### src/design/rdf_pkg.sv
// ----------------------------------------------------------------------------
// Radix digit formatter package
// Sizes, symbol codes and the command/status bundles shared by the block.
// ----------------------------------------------------------------------------
package rdf_pkg;

	// Alphabet store
	localparam int MAX_SYMBOLS = 64;
	localparam int WORD_COUNT  = 8;
	localparam int WORD_IDX_W  = $clog2(WORD_COUNT);
	localparam int SYM_W       = 8;
	localparam int BYTE_IDX_W  = 6;
	localparam int CFG_INDEX_W = 4;
	localparam int CFG_DATA_W  = 64;

	// Radix and digit widths follow from the alphabet cap
	localparam int LEN_W   = $clog2(MAX_SYMBOLS + 1);
	localparam int DIGIT_W = (MAX_SYMBOLS > 2) ? $clog2(MAX_SYMBOLS) : 1;

	// Number and digit stack
	localparam int NUM_W      = 32;
	localparam int MAX_DIGITS = 32;
	localparam int ND_W       = $clog2(MAX_DIGITS + 1);
	localparam int STK_W      = $clog2(MAX_DIGITS);
	localparam int RCNT_W     = $clog2(NUM_W + 1);

	// Symbol codes
	localparam logic [SYM_W-1:0] MINUS_SYM = 8'h2D;
	localparam logic [SYM_W-1:0] PLUS_SYM  = 8'h2B;
	localparam logic [SYM_W-1:0] NUL_SYM   = 8'h00;
	localparam int               MIN_RADIX = 2;

	// Controller to datapath
	typedef struct packed {
		logic scan_start;
		logic scan_step;
		logic recip_start;
		logic recip_step;
		logic load;
		logic mul;
		logic mqr;
		logic rem;
		logic emit_bad;
		logic emit_sign;
		logic emit_dig;
	} cmd_t;

	// Datapath to controller
	typedef struct packed {
		logic dirty;
		logic scan_end;
		logic alpha_bad;
		logic recip_last;
		logic neg;
		logic quot_zero;
		logic dig_last;
		logic out_free;
	} sts_t;

endpackage

### src/design/rdf_if.sv
// ----------------------------------------------------------------------------
// Radix digit formatter channels
// Valid/ready channels for the number input and the symbol output.
// ----------------------------------------------------------------------------
interface rdf_num_if
	import rdf_pkg::*;
();
	logic                    valid;
	logic                    ready;
	logic signed [NUM_W-1:0] number;

	modport source (output valid, output number, input ready);
	modport sink (input valid, input number, output ready);
endinterface

interface rdf_sym_if
	import rdf_pkg::*;
();
	logic             valid;
	logic             ready;
	logic [SYM_W-1:0] symbol;
	logic             last;
	logic             bad_alphabet;

	modport source (output valid, output symbol, output last, output bad_alphabet,
		input ready);
	modport sink (input valid, input symbol, input last, input bad_alphabet,
		output ready);
endinterface

### src/design/rdf_ctrl.sv
// ----------------------------------------------------------------------------
// Radix digit formatter controller
// Sequences alphabet check, reciprocal set-up, digit division and emission.
// ----------------------------------------------------------------------------
module rdf_ctrl
	import rdf_pkg::*;
(
	input  logic clk,
	input  logic arst_n,
	input  logic in_valid,
	output logic in_ready,
	input  sts_t sts,
	output cmd_t cmd
);

	typedef enum logic [8:0] {
		S_IDLE      = 9'b000000001,
		S_SCAN      = 9'b000000010,
		S_RECIP     = 9'b000000100,
		S_MUL       = 9'b000001000,
		S_MQR       = 9'b000010000,
		S_REM       = 9'b000100000,
		S_EMIT_BAD  = 9'b001000000,
		S_EMIT_SIGN = 9'b010000000,
		S_EMIT_DIG  = 9'b100000000
	} state_t;

	state_t state_q, state_d;

	// Input taken only once the alphabet is checked
	assign in_ready = (state_q == S_IDLE) && !sts.dirty;

	// Next state and commands
	always_comb begin
		state_d = state_q;
		cmd     = '0;
		case (state_q)
			S_IDLE: begin
				if (sts.dirty) begin
					cmd.scan_start = 1'b1;
					state_d        = S_SCAN;
				end else if (in_valid) begin
					cmd.load = 1'b1;
					state_d  = sts.alpha_bad ? S_EMIT_BAD : S_MUL;
				end
			end
			S_SCAN: begin
				if (!sts.scan_end) begin
					cmd.scan_step = 1'b1;
				end else if (sts.alpha_bad) begin
					state_d = S_IDLE;
				end else begin
					cmd.recip_start = 1'b1;
					state_d         = S_RECIP;
				end
			end
			S_RECIP: begin
				cmd.recip_step = 1'b1;
				if (sts.recip_last) begin
					state_d = S_IDLE;
				end
			end
			S_MUL: begin
				cmd.mul = 1'b1;
				state_d = S_MQR;
			end
			S_MQR: begin
				cmd.mqr = 1'b1;
				state_d = S_REM;
			end
			S_REM: begin
				cmd.rem = 1'b1;
				if (!sts.quot_zero) begin
					state_d = S_MUL;
				end else begin
					state_d = sts.neg ? S_EMIT_SIGN : S_EMIT_DIG;
				end
			end
			S_EMIT_BAD: begin
				if (sts.out_free) begin
					cmd.emit_bad = 1'b1;
					state_d      = S_IDLE;
				end
			end
			S_EMIT_SIGN: begin
				if (sts.out_free) begin
					cmd.emit_sign = 1'b1;
					state_d       = S_EMIT_DIG;
				end
			end
			S_EMIT_DIG: begin
				if (sts.out_free) begin
					cmd.emit_dig = 1'b1;
					if (sts.dig_last) begin
						state_d = S_IDLE;
					end
				end
			end
			default: begin
				state_d = S_IDLE;
			end
		endcase
	end

	// State register
	always_ff @(posedge clk or negedge arst_n) begin
		if (!arst_n) begin
			state_q <= S_IDLE;
		end else begin
			state_q <= state_d;
		end
	end

endmodule

### src/design/rdf_datapath.sv
// ----------------------------------------------------------------------------
// Radix digit formatter datapath
// Alphabet registers and checker, reciprocal divider, digit divider with
// digit stack, and the output register.
// ----------------------------------------------------------------------------
module rdf_datapath
	import rdf_pkg::*;
(
	input  logic                   clk,
	input  logic                   arst_n,
	input  logic                   cfg_we,
	input  logic [CFG_INDEX_W-1:0] cfg_index,
	input  logic [CFG_DATA_W-1:0]  cfg_data,
	input  logic signed [NUM_W-1:0] number,
	input  logic                   out_ready,
	input  cmd_t                   cmd,
	output sts_t                   sts,
	output logic                   out_valid,
	output logic [SYM_W-1:0]       symbol,
	output logic                   last,
	output logic                   bad_alphabet
);

	logic [CFG_DATA_W-1:0]  alpha_q [WORD_COUNT];
	logic                   dirty_q;
	logic [LEN_W-1:0]       scan_idx_q;
	logic [LEN_W-1:0]       len_q;
	logic                   bad_q;
	logic [(1<<SYM_W)-1:0]  seen_q;
	logic [RCNT_W-1:0]      rcnt_q;
	logic [LEN_W-1:0]       rrem_q;
	logic [NUM_W-1:0]       recip_q;
	logic [NUM_W-1:0]       mag_q;
	logic                   neg_q;
	logic [NUM_W-1:0]       qest_q;
	logic [NUM_W-1:0]       qr_q;
	logic [ND_W-1:0]        nd_q;
	logic [DIGIT_W-1:0]     stack_q [MAX_DIGITS];
	logic                   ov_q;
	logic [SYM_W-1:0]       osym_q;
	logic                   olast_q;
	logic                   obad_q;

	logic [BYTE_IDX_W-1:0]  rd_addr;
	logic [CFG_DATA_W-1:0]  rd_word;
	logic [SYM_W-1:0]       rd_byte;
	logic [ND_W-1:0]        nd_dec;
	logic [DIGIT_W-1:0]     top_digit;
	logic [LEN_W:0]         rt;
	logic                   rge;
	logic [LEN_W:0]         rt_sub;
	logic [NUM_W-1:0]       raw;
	logic [2*NUM_W-1:0]     prod;
	logic [NUM_W+LEN_W-1:0] qr_full;
	logic [NUM_W-1:0]       diff;
	logic [LEN_W:0]         remv;
	logic                   rem_ge;
	logic [LEN_W:0]         dig;
	logic [NUM_W-1:0]       q_next;
	logic                   out_free;

	// Single alphabet read port: digit on top of the stack while any are
	// stacked, otherwise the scan index (the stack is empty whenever idle)
	assign nd_dec    = nd_q - 1'b1;
	assign top_digit = stack_q[nd_dec[STK_W-1:0]];
	assign rd_addr   = (nd_q != '0) ? BYTE_IDX_W'(top_digit) : BYTE_IDX_W'(scan_idx_q);
	assign rd_word   = alpha_q[rd_addr[BYTE_IDX_W-1:3]];
	assign rd_byte   = rd_word[{rd_addr[2:0], 3'b000} +: SYM_W];

	// Configuration registers; any write forces a fresh check
	always_ff @(posedge clk or negedge arst_n) begin
		if (!arst_n) begin
			for (int i = 0; i < WORD_COUNT; i++) begin
				alpha_q[i] <= '0;
			end
			dirty_q <= 1'b1;
		end else begin
			if (cfg_we && (cfg_index < CFG_INDEX_W'(WORD_COUNT))) begin
				alpha_q[cfg_index[WORD_IDX_W-1:0]] <= cfg_data;
			end
			if (cfg_we) begin
				dirty_q <= 1'b1;
			end else if (cmd.scan_start) begin
				dirty_q <= 1'b0;
			end
		end
	end

	// Alphabet check, one symbol a cycle
	always_ff @(posedge clk or negedge arst_n) begin
		if (!arst_n) begin
			scan_idx_q <= '0;
			len_q      <= '0;
			bad_q      <= 1'b0;
			seen_q     <= '0;
		end else if (cmd.scan_start) begin
			scan_idx_q <= '0;
			len_q      <= '0;
			bad_q      <= 1'b0;
			seen_q     <= '0;
		end else if (cmd.scan_step) begin
			if ((rd_byte == PLUS_SYM) || (rd_byte == MINUS_SYM) || seen_q[rd_byte]) begin
				bad_q <= 1'b1;
			end else begin
				seen_q[rd_byte] <= 1'b1;
				len_q           <= len_q + 1'b1;
				scan_idx_q      <= scan_idx_q + 1'b1;
			end
		end
	end

	// Reciprocal floor(2^NUM_W / radix), restoring division one bit a cycle
	assign rt     = {rrem_q, (rcnt_q == RCNT_W'(NUM_W))};
	assign rge    = rt >= {1'b0, len_q};
	assign rt_sub = rt - {1'b0, len_q};

	always_ff @(posedge clk) begin
		if (cmd.recip_start) begin
			rcnt_q <= RCNT_W'(NUM_W);
			rrem_q <= '0;
		end else if (cmd.recip_step) begin
			rcnt_q  <= rcnt_q - 1'b1;
			rrem_q  <= rge ? rt_sub[LEN_W-1:0] : rt[LEN_W-1:0];
			recip_q <= {recip_q[NUM_W-2:0], rge};
		end
	end

	// Digit division: estimate by reciprocal, back-multiply, correct once
	assign raw     = NUM_W'(number);
	assign prod    = {{NUM_W{1'b0}}, mag_q} * {{NUM_W{1'b0}}, recip_q};
	assign qr_full = qest_q * len_q;
	assign diff    = mag_q - qr_q;
	assign remv    = diff[LEN_W:0];
	assign rem_ge  = remv >= {1'b0, len_q};
	assign dig     = rem_ge ? (remv - {1'b0, len_q}) : remv;
	assign q_next  = qest_q + NUM_W'(rem_ge);

	always_ff @(posedge clk) begin
		if (cmd.load) begin
			neg_q <= number[NUM_W-1];
			mag_q <= number[NUM_W-1] ? (~raw + 1'b1) : raw;
		end else if (cmd.rem) begin
			mag_q <= q_next;
		end
		if (cmd.mul) begin
			qest_q <= prod[2*NUM_W-1:NUM_W];
		end
		if (cmd.mqr) begin
			qr_q <= qr_full[NUM_W-1:0];
		end
		if (cmd.rem) begin
			stack_q[nd_q[STK_W-1:0]] <= dig[DIGIT_W-1:0];
		end
	end

	// Digit count: grows while dividing, shrinks while emitting
	always_ff @(posedge clk or negedge arst_n) begin
		if (!arst_n) begin
			nd_q <= '0;
		end else if (cmd.load) begin
			nd_q <= '0;
		end else if (cmd.rem) begin
			nd_q <= nd_q + 1'b1;
		end else if (cmd.emit_dig) begin
			nd_q <= nd_dec;
		end
	end

	// Output register
	assign out_free = !ov_q || out_ready;

	always_ff @(posedge clk or negedge arst_n) begin
		if (!arst_n) begin
			ov_q <= 1'b0;
		end else if (cmd.emit_bad || cmd.emit_sign || cmd.emit_dig) begin
			ov_q <= 1'b1;
		end else if (out_ready) begin
			ov_q <= 1'b0;
		end
	end

	always_ff @(posedge clk) begin
		if (cmd.emit_bad) begin
			osym_q  <= NUL_SYM;
			olast_q <= 1'b1;
			obad_q  <= 1'b1;
		end else if (cmd.emit_sign) begin
			osym_q  <= MINUS_SYM;
			olast_q <= 1'b0;
			obad_q  <= 1'b0;
		end else if (cmd.emit_dig) begin
			osym_q  <= rd_byte;
			olast_q <= (nd_q == ND_W'(1));
			obad_q  <= 1'b0;
		end
	end

	assign out_valid    = ov_q;
	assign symbol       = osym_q;
	assign last         = olast_q;
	assign bad_alphabet = obad_q;

	// Status to the controller
	assign sts.dirty      = dirty_q;
	assign sts.scan_end   = (scan_idx_q == LEN_W'(MAX_SYMBOLS)) || (rd_byte == NUL_SYM)
		|| bad_q;
	assign sts.alpha_bad  = bad_q || (len_q < LEN_W'(MIN_RADIX));
	assign sts.recip_last = (rcnt_q == '0);
	assign sts.neg        = neg_q;
	assign sts.quot_zero  = (q_next == '0);
	assign sts.dig_last   = (nd_q == ND_W'(1));
	assign sts.out_free   = out_free;

endmodule

### src/design/radix_digit_formatter_top.sv
// ----------------------------------------------------------------------------
// Radix digit formatter
// Writes a signed 32-bit number as text in the radix of a configured alphabet.
// ----------------------------------------------------------------------------
// Usage:
//  - number_ch carries one signed 32-bit number per beat; symbol_ch returns
//    its text one symbol per beat, most significant digit first, a leading
//    '-' for negatives, last set on the final symbol.
//  - An invalid alphabet gives a single beat with symbol 0, last and
//    bad_alphabet set.
//  - The alphabet is written through cfg_we/cfg_index/cfg_data; indices above
//    7 are ignored. After reset and after any write the alphabet is checked,
//    one symbol a cycle, then, if it is valid, a bit-serial divide forms the
//    radix reciprocal; number_ch.ready stays low meanwhile.
//  - Per number: after it is accepted, each digit passes through a reciprocal
//    multiply, a back-multiply and a correction, then the symbols go out one
//    per cycle while the receiver is ready.
//  - The digit loop sets the rate; one number is in work at a time, the next
//    accepted once its last symbol sits in the output register.
//  - A stalled receiver holds the output register and pauses emission.
//  - Reset clears the alphabet, so the block reports a bad alphabet until
//    it is written.
module radix_digit_formatter_top
	import rdf_pkg::*;
(
	input  logic                   clk,
	input  logic                   arst_n,
	input  logic                   cfg_we,
	input  logic [CFG_INDEX_W-1:0] cfg_index,
	input  logic [CFG_DATA_W-1:0]  cfg_data,
	rdf_num_if.sink                number_ch,
	rdf_sym_if.source              symbol_ch
);

	cmd_t cmd;
	sts_t sts;

	// Sequencer
	rdf_ctrl u_ctrl (
		.clk      (clk),
		.arst_n   (arst_n),
		.in_valid (number_ch.valid),
		.in_ready (number_ch.ready),
		.sts      (sts),
		.cmd      (cmd)
	);

	// Arithmetic and storage
	rdf_datapath u_datapath (
		.clk          (clk),
		.arst_n       (arst_n),
		.cfg_we       (cfg_we),
		.cfg_index    (cfg_index),
		.cfg_data     (cfg_data),
		.number       (number_ch.number),
		.out_ready    (symbol_ch.ready),
		.cmd          (cmd),
		.sts          (sts),
		.out_valid    (symbol_ch.valid),
		.symbol       (symbol_ch.symbol),
		.last         (symbol_ch.last),
		.bad_alphabet (symbol_ch.bad_alphabet)
	);

endmodule

### src/flat_wrapper.sv
// flat-port wrapper written by rule: the top's interface ports become plain ports
module radix_digit_formatter_top_flat import rdf_pkg::*;
  (clk, arst_n, cfg_we, cfg_index, cfg_data, number_ch_valid, number_ch_number, number_ch_ready, symbol_ch_valid, symbol_ch_symbol, symbol_ch_last, symbol_ch_bad_alphabet, symbol_ch_ready);
  rdf_num_if number_ch_i ();
  rdf_sym_if symbol_ch_i ();
  input  logic clk;
  input  logic arst_n;
  input  logic cfg_we;
  input  logic [CFG_INDEX_W-1:0] cfg_index;
  input  logic [CFG_DATA_W-1:0] cfg_data;
  input wire logic [$bits(number_ch_i.valid)-1:0] number_ch_valid;
  input wire logic [$bits(number_ch_i.number)-1:0] number_ch_number;
  output wire logic [$bits(number_ch_i.ready)-1:0] number_ch_ready;
  output wire logic [$bits(symbol_ch_i.valid)-1:0] symbol_ch_valid;
  output wire logic [$bits(symbol_ch_i.symbol)-1:0] symbol_ch_symbol;
  output wire logic [$bits(symbol_ch_i.last)-1:0] symbol_ch_last;
  output wire logic [$bits(symbol_ch_i.bad_alphabet)-1:0] symbol_ch_bad_alphabet;
  input wire logic [$bits(symbol_ch_i.ready)-1:0] symbol_ch_ready;
  assign number_ch_i.valid = number_ch_valid;
  assign number_ch_i.number = number_ch_number;
  assign number_ch_ready = number_ch_i.ready;
  assign symbol_ch_valid = symbol_ch_i.valid;
  assign symbol_ch_symbol = symbol_ch_i.symbol;
  assign symbol_ch_last = symbol_ch_i.last;
  assign symbol_ch_bad_alphabet = symbol_ch_i.bad_alphabet;
  assign symbol_ch_i.ready = symbol_ch_ready;
  radix_digit_formatter_top u_core (.clk(clk), .arst_n(arst_n), .cfg_we(cfg_we), .cfg_index(cfg_index), .cfg_data(cfg_data), .number_ch(number_ch_i), .symbol_ch(symbol_ch_i));
endmodule
### config.mk
export PLATFORM = sky130hd
export DESIGN_NAME = radix_digit_formatter_top_flat
export DESIGN_NICKNAME = d
export VERILOG_FILES = /design/src/design/rdf_pkg.sv /design/src/design/rdf_if.sv /design/src/design/rdf_ctrl.sv /design/src/design/rdf_datapath.sv /design/src/design/radix_digit_formatter_top.sv /design/src/flat_wrapper.sv
export SDC_FILE = /design/constraint.sdc
export NUM_CORES = 2
export LEC_CHECK = 0
export BUFFER_PORTS_ARGS = -buffer_cell sky130_fd_sc_hd__buf_2
export CAP_MARGIN = 10
export CORE_MARGIN = 8
export CORE_UTILIZATION = 59
export CTS_CLUSTER_SIZE = 14
export DETAILED_ROUTE_END_ITERATION = 6
export PLACE_DENSITY = 0.78
export SYNTH_ARGS = -nofsm -noshare
export SYNTH_HDL_FRONTEND = slang
export SYNTH_HIERARCHICAL = 1
export SYNTH_SLANG_ARGS = --single-unit
### constraint.sdc
create_clock -name clk -period 7.9 [get_ports clk]
set_input_delay 0.79 -clock clk [delete_from_list [all_inputs] [get_ports clk]]
set_output_delay 0.79 -clock clk [all_outputs]
set_load 0.1 [all_outputs]
==> reports/qor.txt <==
status = complete, but fails checks
failing checks = negative setup slack
Chip Width = 396 µm
Crit. Startpoint = u_core/u_datapath/mag_q[22]
drc violations = 0
GRT overflow = 0
Max-slew headroom = 20.1%
via count = 62300
Final Hold Fails = 0
Worst R2R End = u_core/u_datapath/qest_q[31]
start of the worst register-to-register path = u_core/u_datapath/mag_q[22]
commonest non-fill, non-tap cells in the layout = inv_1 (930), fa_1 (888), nand2_1 (835)
Yosys reg bits = 1118
ANT nets after route = 0
cell area after synthesis = 85100 µm²
Ys Warns = 6
data arrival time of the worst path = 8.58 ns
R2R setup slack = -0.26 ns
fin. max-slew vios = 0
critical path class = reg2reg
CP Buf/Inv Count = 4
fmax = 123 MHz
clk_skew = 0.0634 ns
fin crit share = 103%
Worst-Skew Late Latency = 0.74 ns
CTS Buf Count = 112
vias in the first global route = 65700
RSZ-0062 raised after global routing = true
FP Rows = 139
Avg Inst Size Synth = 11.0 µm²
DRT iter0 DRCs = 6752
crit-path max FO = 17
worst setup margin = -0.255 ns
1st-pass router iterations = 7
Final min period = 8.16 ns
path length in cells of the critical path = 26
Setup crit start kind = flop
core box area = 143000 µm²
Worst-Margin Slew = 1.19 ns
CP dominant cell by count = fa_1
post-synthesis sequential area ratio = 34.5%
final wirelength = 243 mm
root buffer cell = clkbuf_16
WL per Instance = 24.3 µm
Post-synth EDFFs = 297
Die Span Y = 396 µm
Post-DP HPWL = 174 mm
Buffers on Ports = 116
CP peak stage delay = 0.74 ns
Setup crit end = u_core/u_datapath/qest_q[31]
CTS clk-pin slew, worst paths = 0.07 ns
# setup viols final = 7
most common cell after layout, fill and taps aside = inv_1
initial antenna violation count = 42
Vias/cell = 6.23
critical path's slowest cell = fa_1
min-delay worst type = in2async
WP data required = 8.32 ns
Synth async-reset ratio = 71.4%
cell family with most CP delay = adder cells
first-pass GRT wire length = 379 mm
Fillers = 10400
Max Root-Sink Buffers = 3
Max-Cap Viols = 0
Top FF cell, synth = dfrtp_1
Net count, final = 9296
I/O pins = 117
die footprint = 157000 µm²
largest net degree at the start of global routing = 181
Syn Inst Count = 7737
CTS tree = built
CP endpoint kind = flop
initial core utilization = 59.4%
Syn Nets = 9059
H-Tree Depth = 3
clk sinks = 1118
r2r worst-path depth = 26
GPL Wtd Cong = 0.974
post-synth cell types = 109
fraction of layout cells with a size suffix above 1 = 19.4%
area grow syn2layout = 11.8%
final design utilization = 66.3%
Setup TNS Final = -0.944 ns
total track usage = 30.6%
[cells in the mapped netlist (21+ instances only)]
cell type,n,share of area [%]
inv_1,939,4.1
fa_1,910,21
nand2_1,839,3.7
dfrtp_1,796,23
and2_1,628,4.6
mux2_2,534,7.1
clkbuf_1,364,1.6
ha_1,307,4.5
edfxtp_1,297,10
o2bb2ai_1,230,2.4
nor2_1,195,0.86
and3_1,130,0.96
a21oi_1,123,0.72
nand3_1,122,0.72
mux2i_1,116,1.4
a211oi_1,107,0.94
o21ai_0,98,0.58
buf_2,85,0.50
xnor2_1,80,0.82
mux4_2,53,1.4
xor2_1,53,0.55
nor3_1,46,0.27
a21o_1,44,0.39
nand4_1,33,0.24
a311oi_1,26,0.27
o22ai_1,26,0.19
a22oi_1,24,0.21
a311o_1,24,0.28
buf_4,24,0.21
dfxtp_1,23,0.54
nor2b_1,23,0.17
buf_1,22,0.097
a31oi_1,21,0.15
[layer usage]
| metal | vias up | track usage [%] | part of all wire, % |
|---|---|---|---|
| met5 | - | 0 | 0.039 |
| met4 | 14 | 14.6 | 5.3 |
| met3 | 822 | 7.62 | 10 |
| met2 | 3494 | 49.0 | 47 |
| met1 | 31700 | 39.3 | 37 |
| li1 | 26300 | - | - |
[worst min-delay path by stage]
stage / slack (ns) / from / end / cells after the start
after floorplan: 0.45 / u_core/u_datapath/seen_q[145] / u_core/u_datapath/seen_q[145] / 1
after global placement: 0.43 / u_core/u_datapath/bad_alphabet / u_core/u_datapath/bad_alphabet / 1
after detailed placement: 0.45 / u_core/u_datapath/bad_alphabet / u_core/u_datapath/bad_alphabet / 1
after CTS: 0.15 / arst_n / u_core/u_datapath/alpha_q[372] / 1
after global routing: 0.17 / arst_n / u_core/u_datapath/alpha_q[244] / 1
final: 0.1 / arst_n / u_core/u_datapath/alpha_q[372] / 1
[repair_timing]
action / CTS / global route
endpoints found under the setup margin: 21 / 290
hold buffers: 0 / 0
pin swaps: 60 / 39
endpoints found under the hold margin: 0 / 0
buffers inserted: 35 / 31
gates cloned: 2 / 3
gates resized for setup: 61 / 100
[logic make-up (layout without fill, tap and decap cells)]
group	after synthesis	count (layout)	share of synthesized area, %
fa+ha+maj	1217	1217	25.9
mux	720	720	10.1
buf+inv	1451	1782	6.78
compound gates	944	944	8.36
other cells	0	28	0
xor+xnor	134	134	1.39
flops	1118	1118	34.5
simple gates	2153	2153	13.0
[registers in the layout, indices dropped and copies added (netlist names), 7 cells and up]
name	count
u_core/u_datapath/qest_q	32
u_core/u_datapath/mag_q	32
u_core/u_datapath/seen_q	254
u_core/u_datapath/symbol	8
u_core/u_datapath/qr_q	8
u_core/u_ctrl/state_q	9
u_core/u_datapath/scan_idx_q	7
u_core/u_datapath/recip_q	32
u_core/u_datapath/stack_q	192
u_core/u_datapath/alpha_q	512
u_core/u_datapath/len_q	7
u_core/u_datapath/rrem_q	7
[through the flow]
step / area (µm²) / setup WS [ns] / hold slack (ns) / instances
final: 95100 / -0.255 / 0.0998 / 9999
after global routing: 95000 / -0.458 / 0.175 / 9988
after CTS: 94300 / -0.142 / 0.154 / 9940
after detailed placement: 89900 / -0.776 / 0.447 / 9696
after global placement: 89900 / -0.626 / 0.433 / 9696
after floorplan: 85100 / 0.0267 / 0.447 / 7737
[cell type report]
class,instances,area [µm²],area share (%)
flip-flops and latches,1118,29400,30.9
inverters,940,3530,3.72
repair buffers,634,5280,5.55
clock buffers,150,3130,3.29
well taps,1903,2380,2.50
diodes,28,70.1,0.0737
multi-input cells,5168,50500,53.1
clock inverters,58,812,0.854
Power is left out: the tool's default activity adds up to more than one toggle a clock period on the data nets, which glitch-free logic cannot reach.
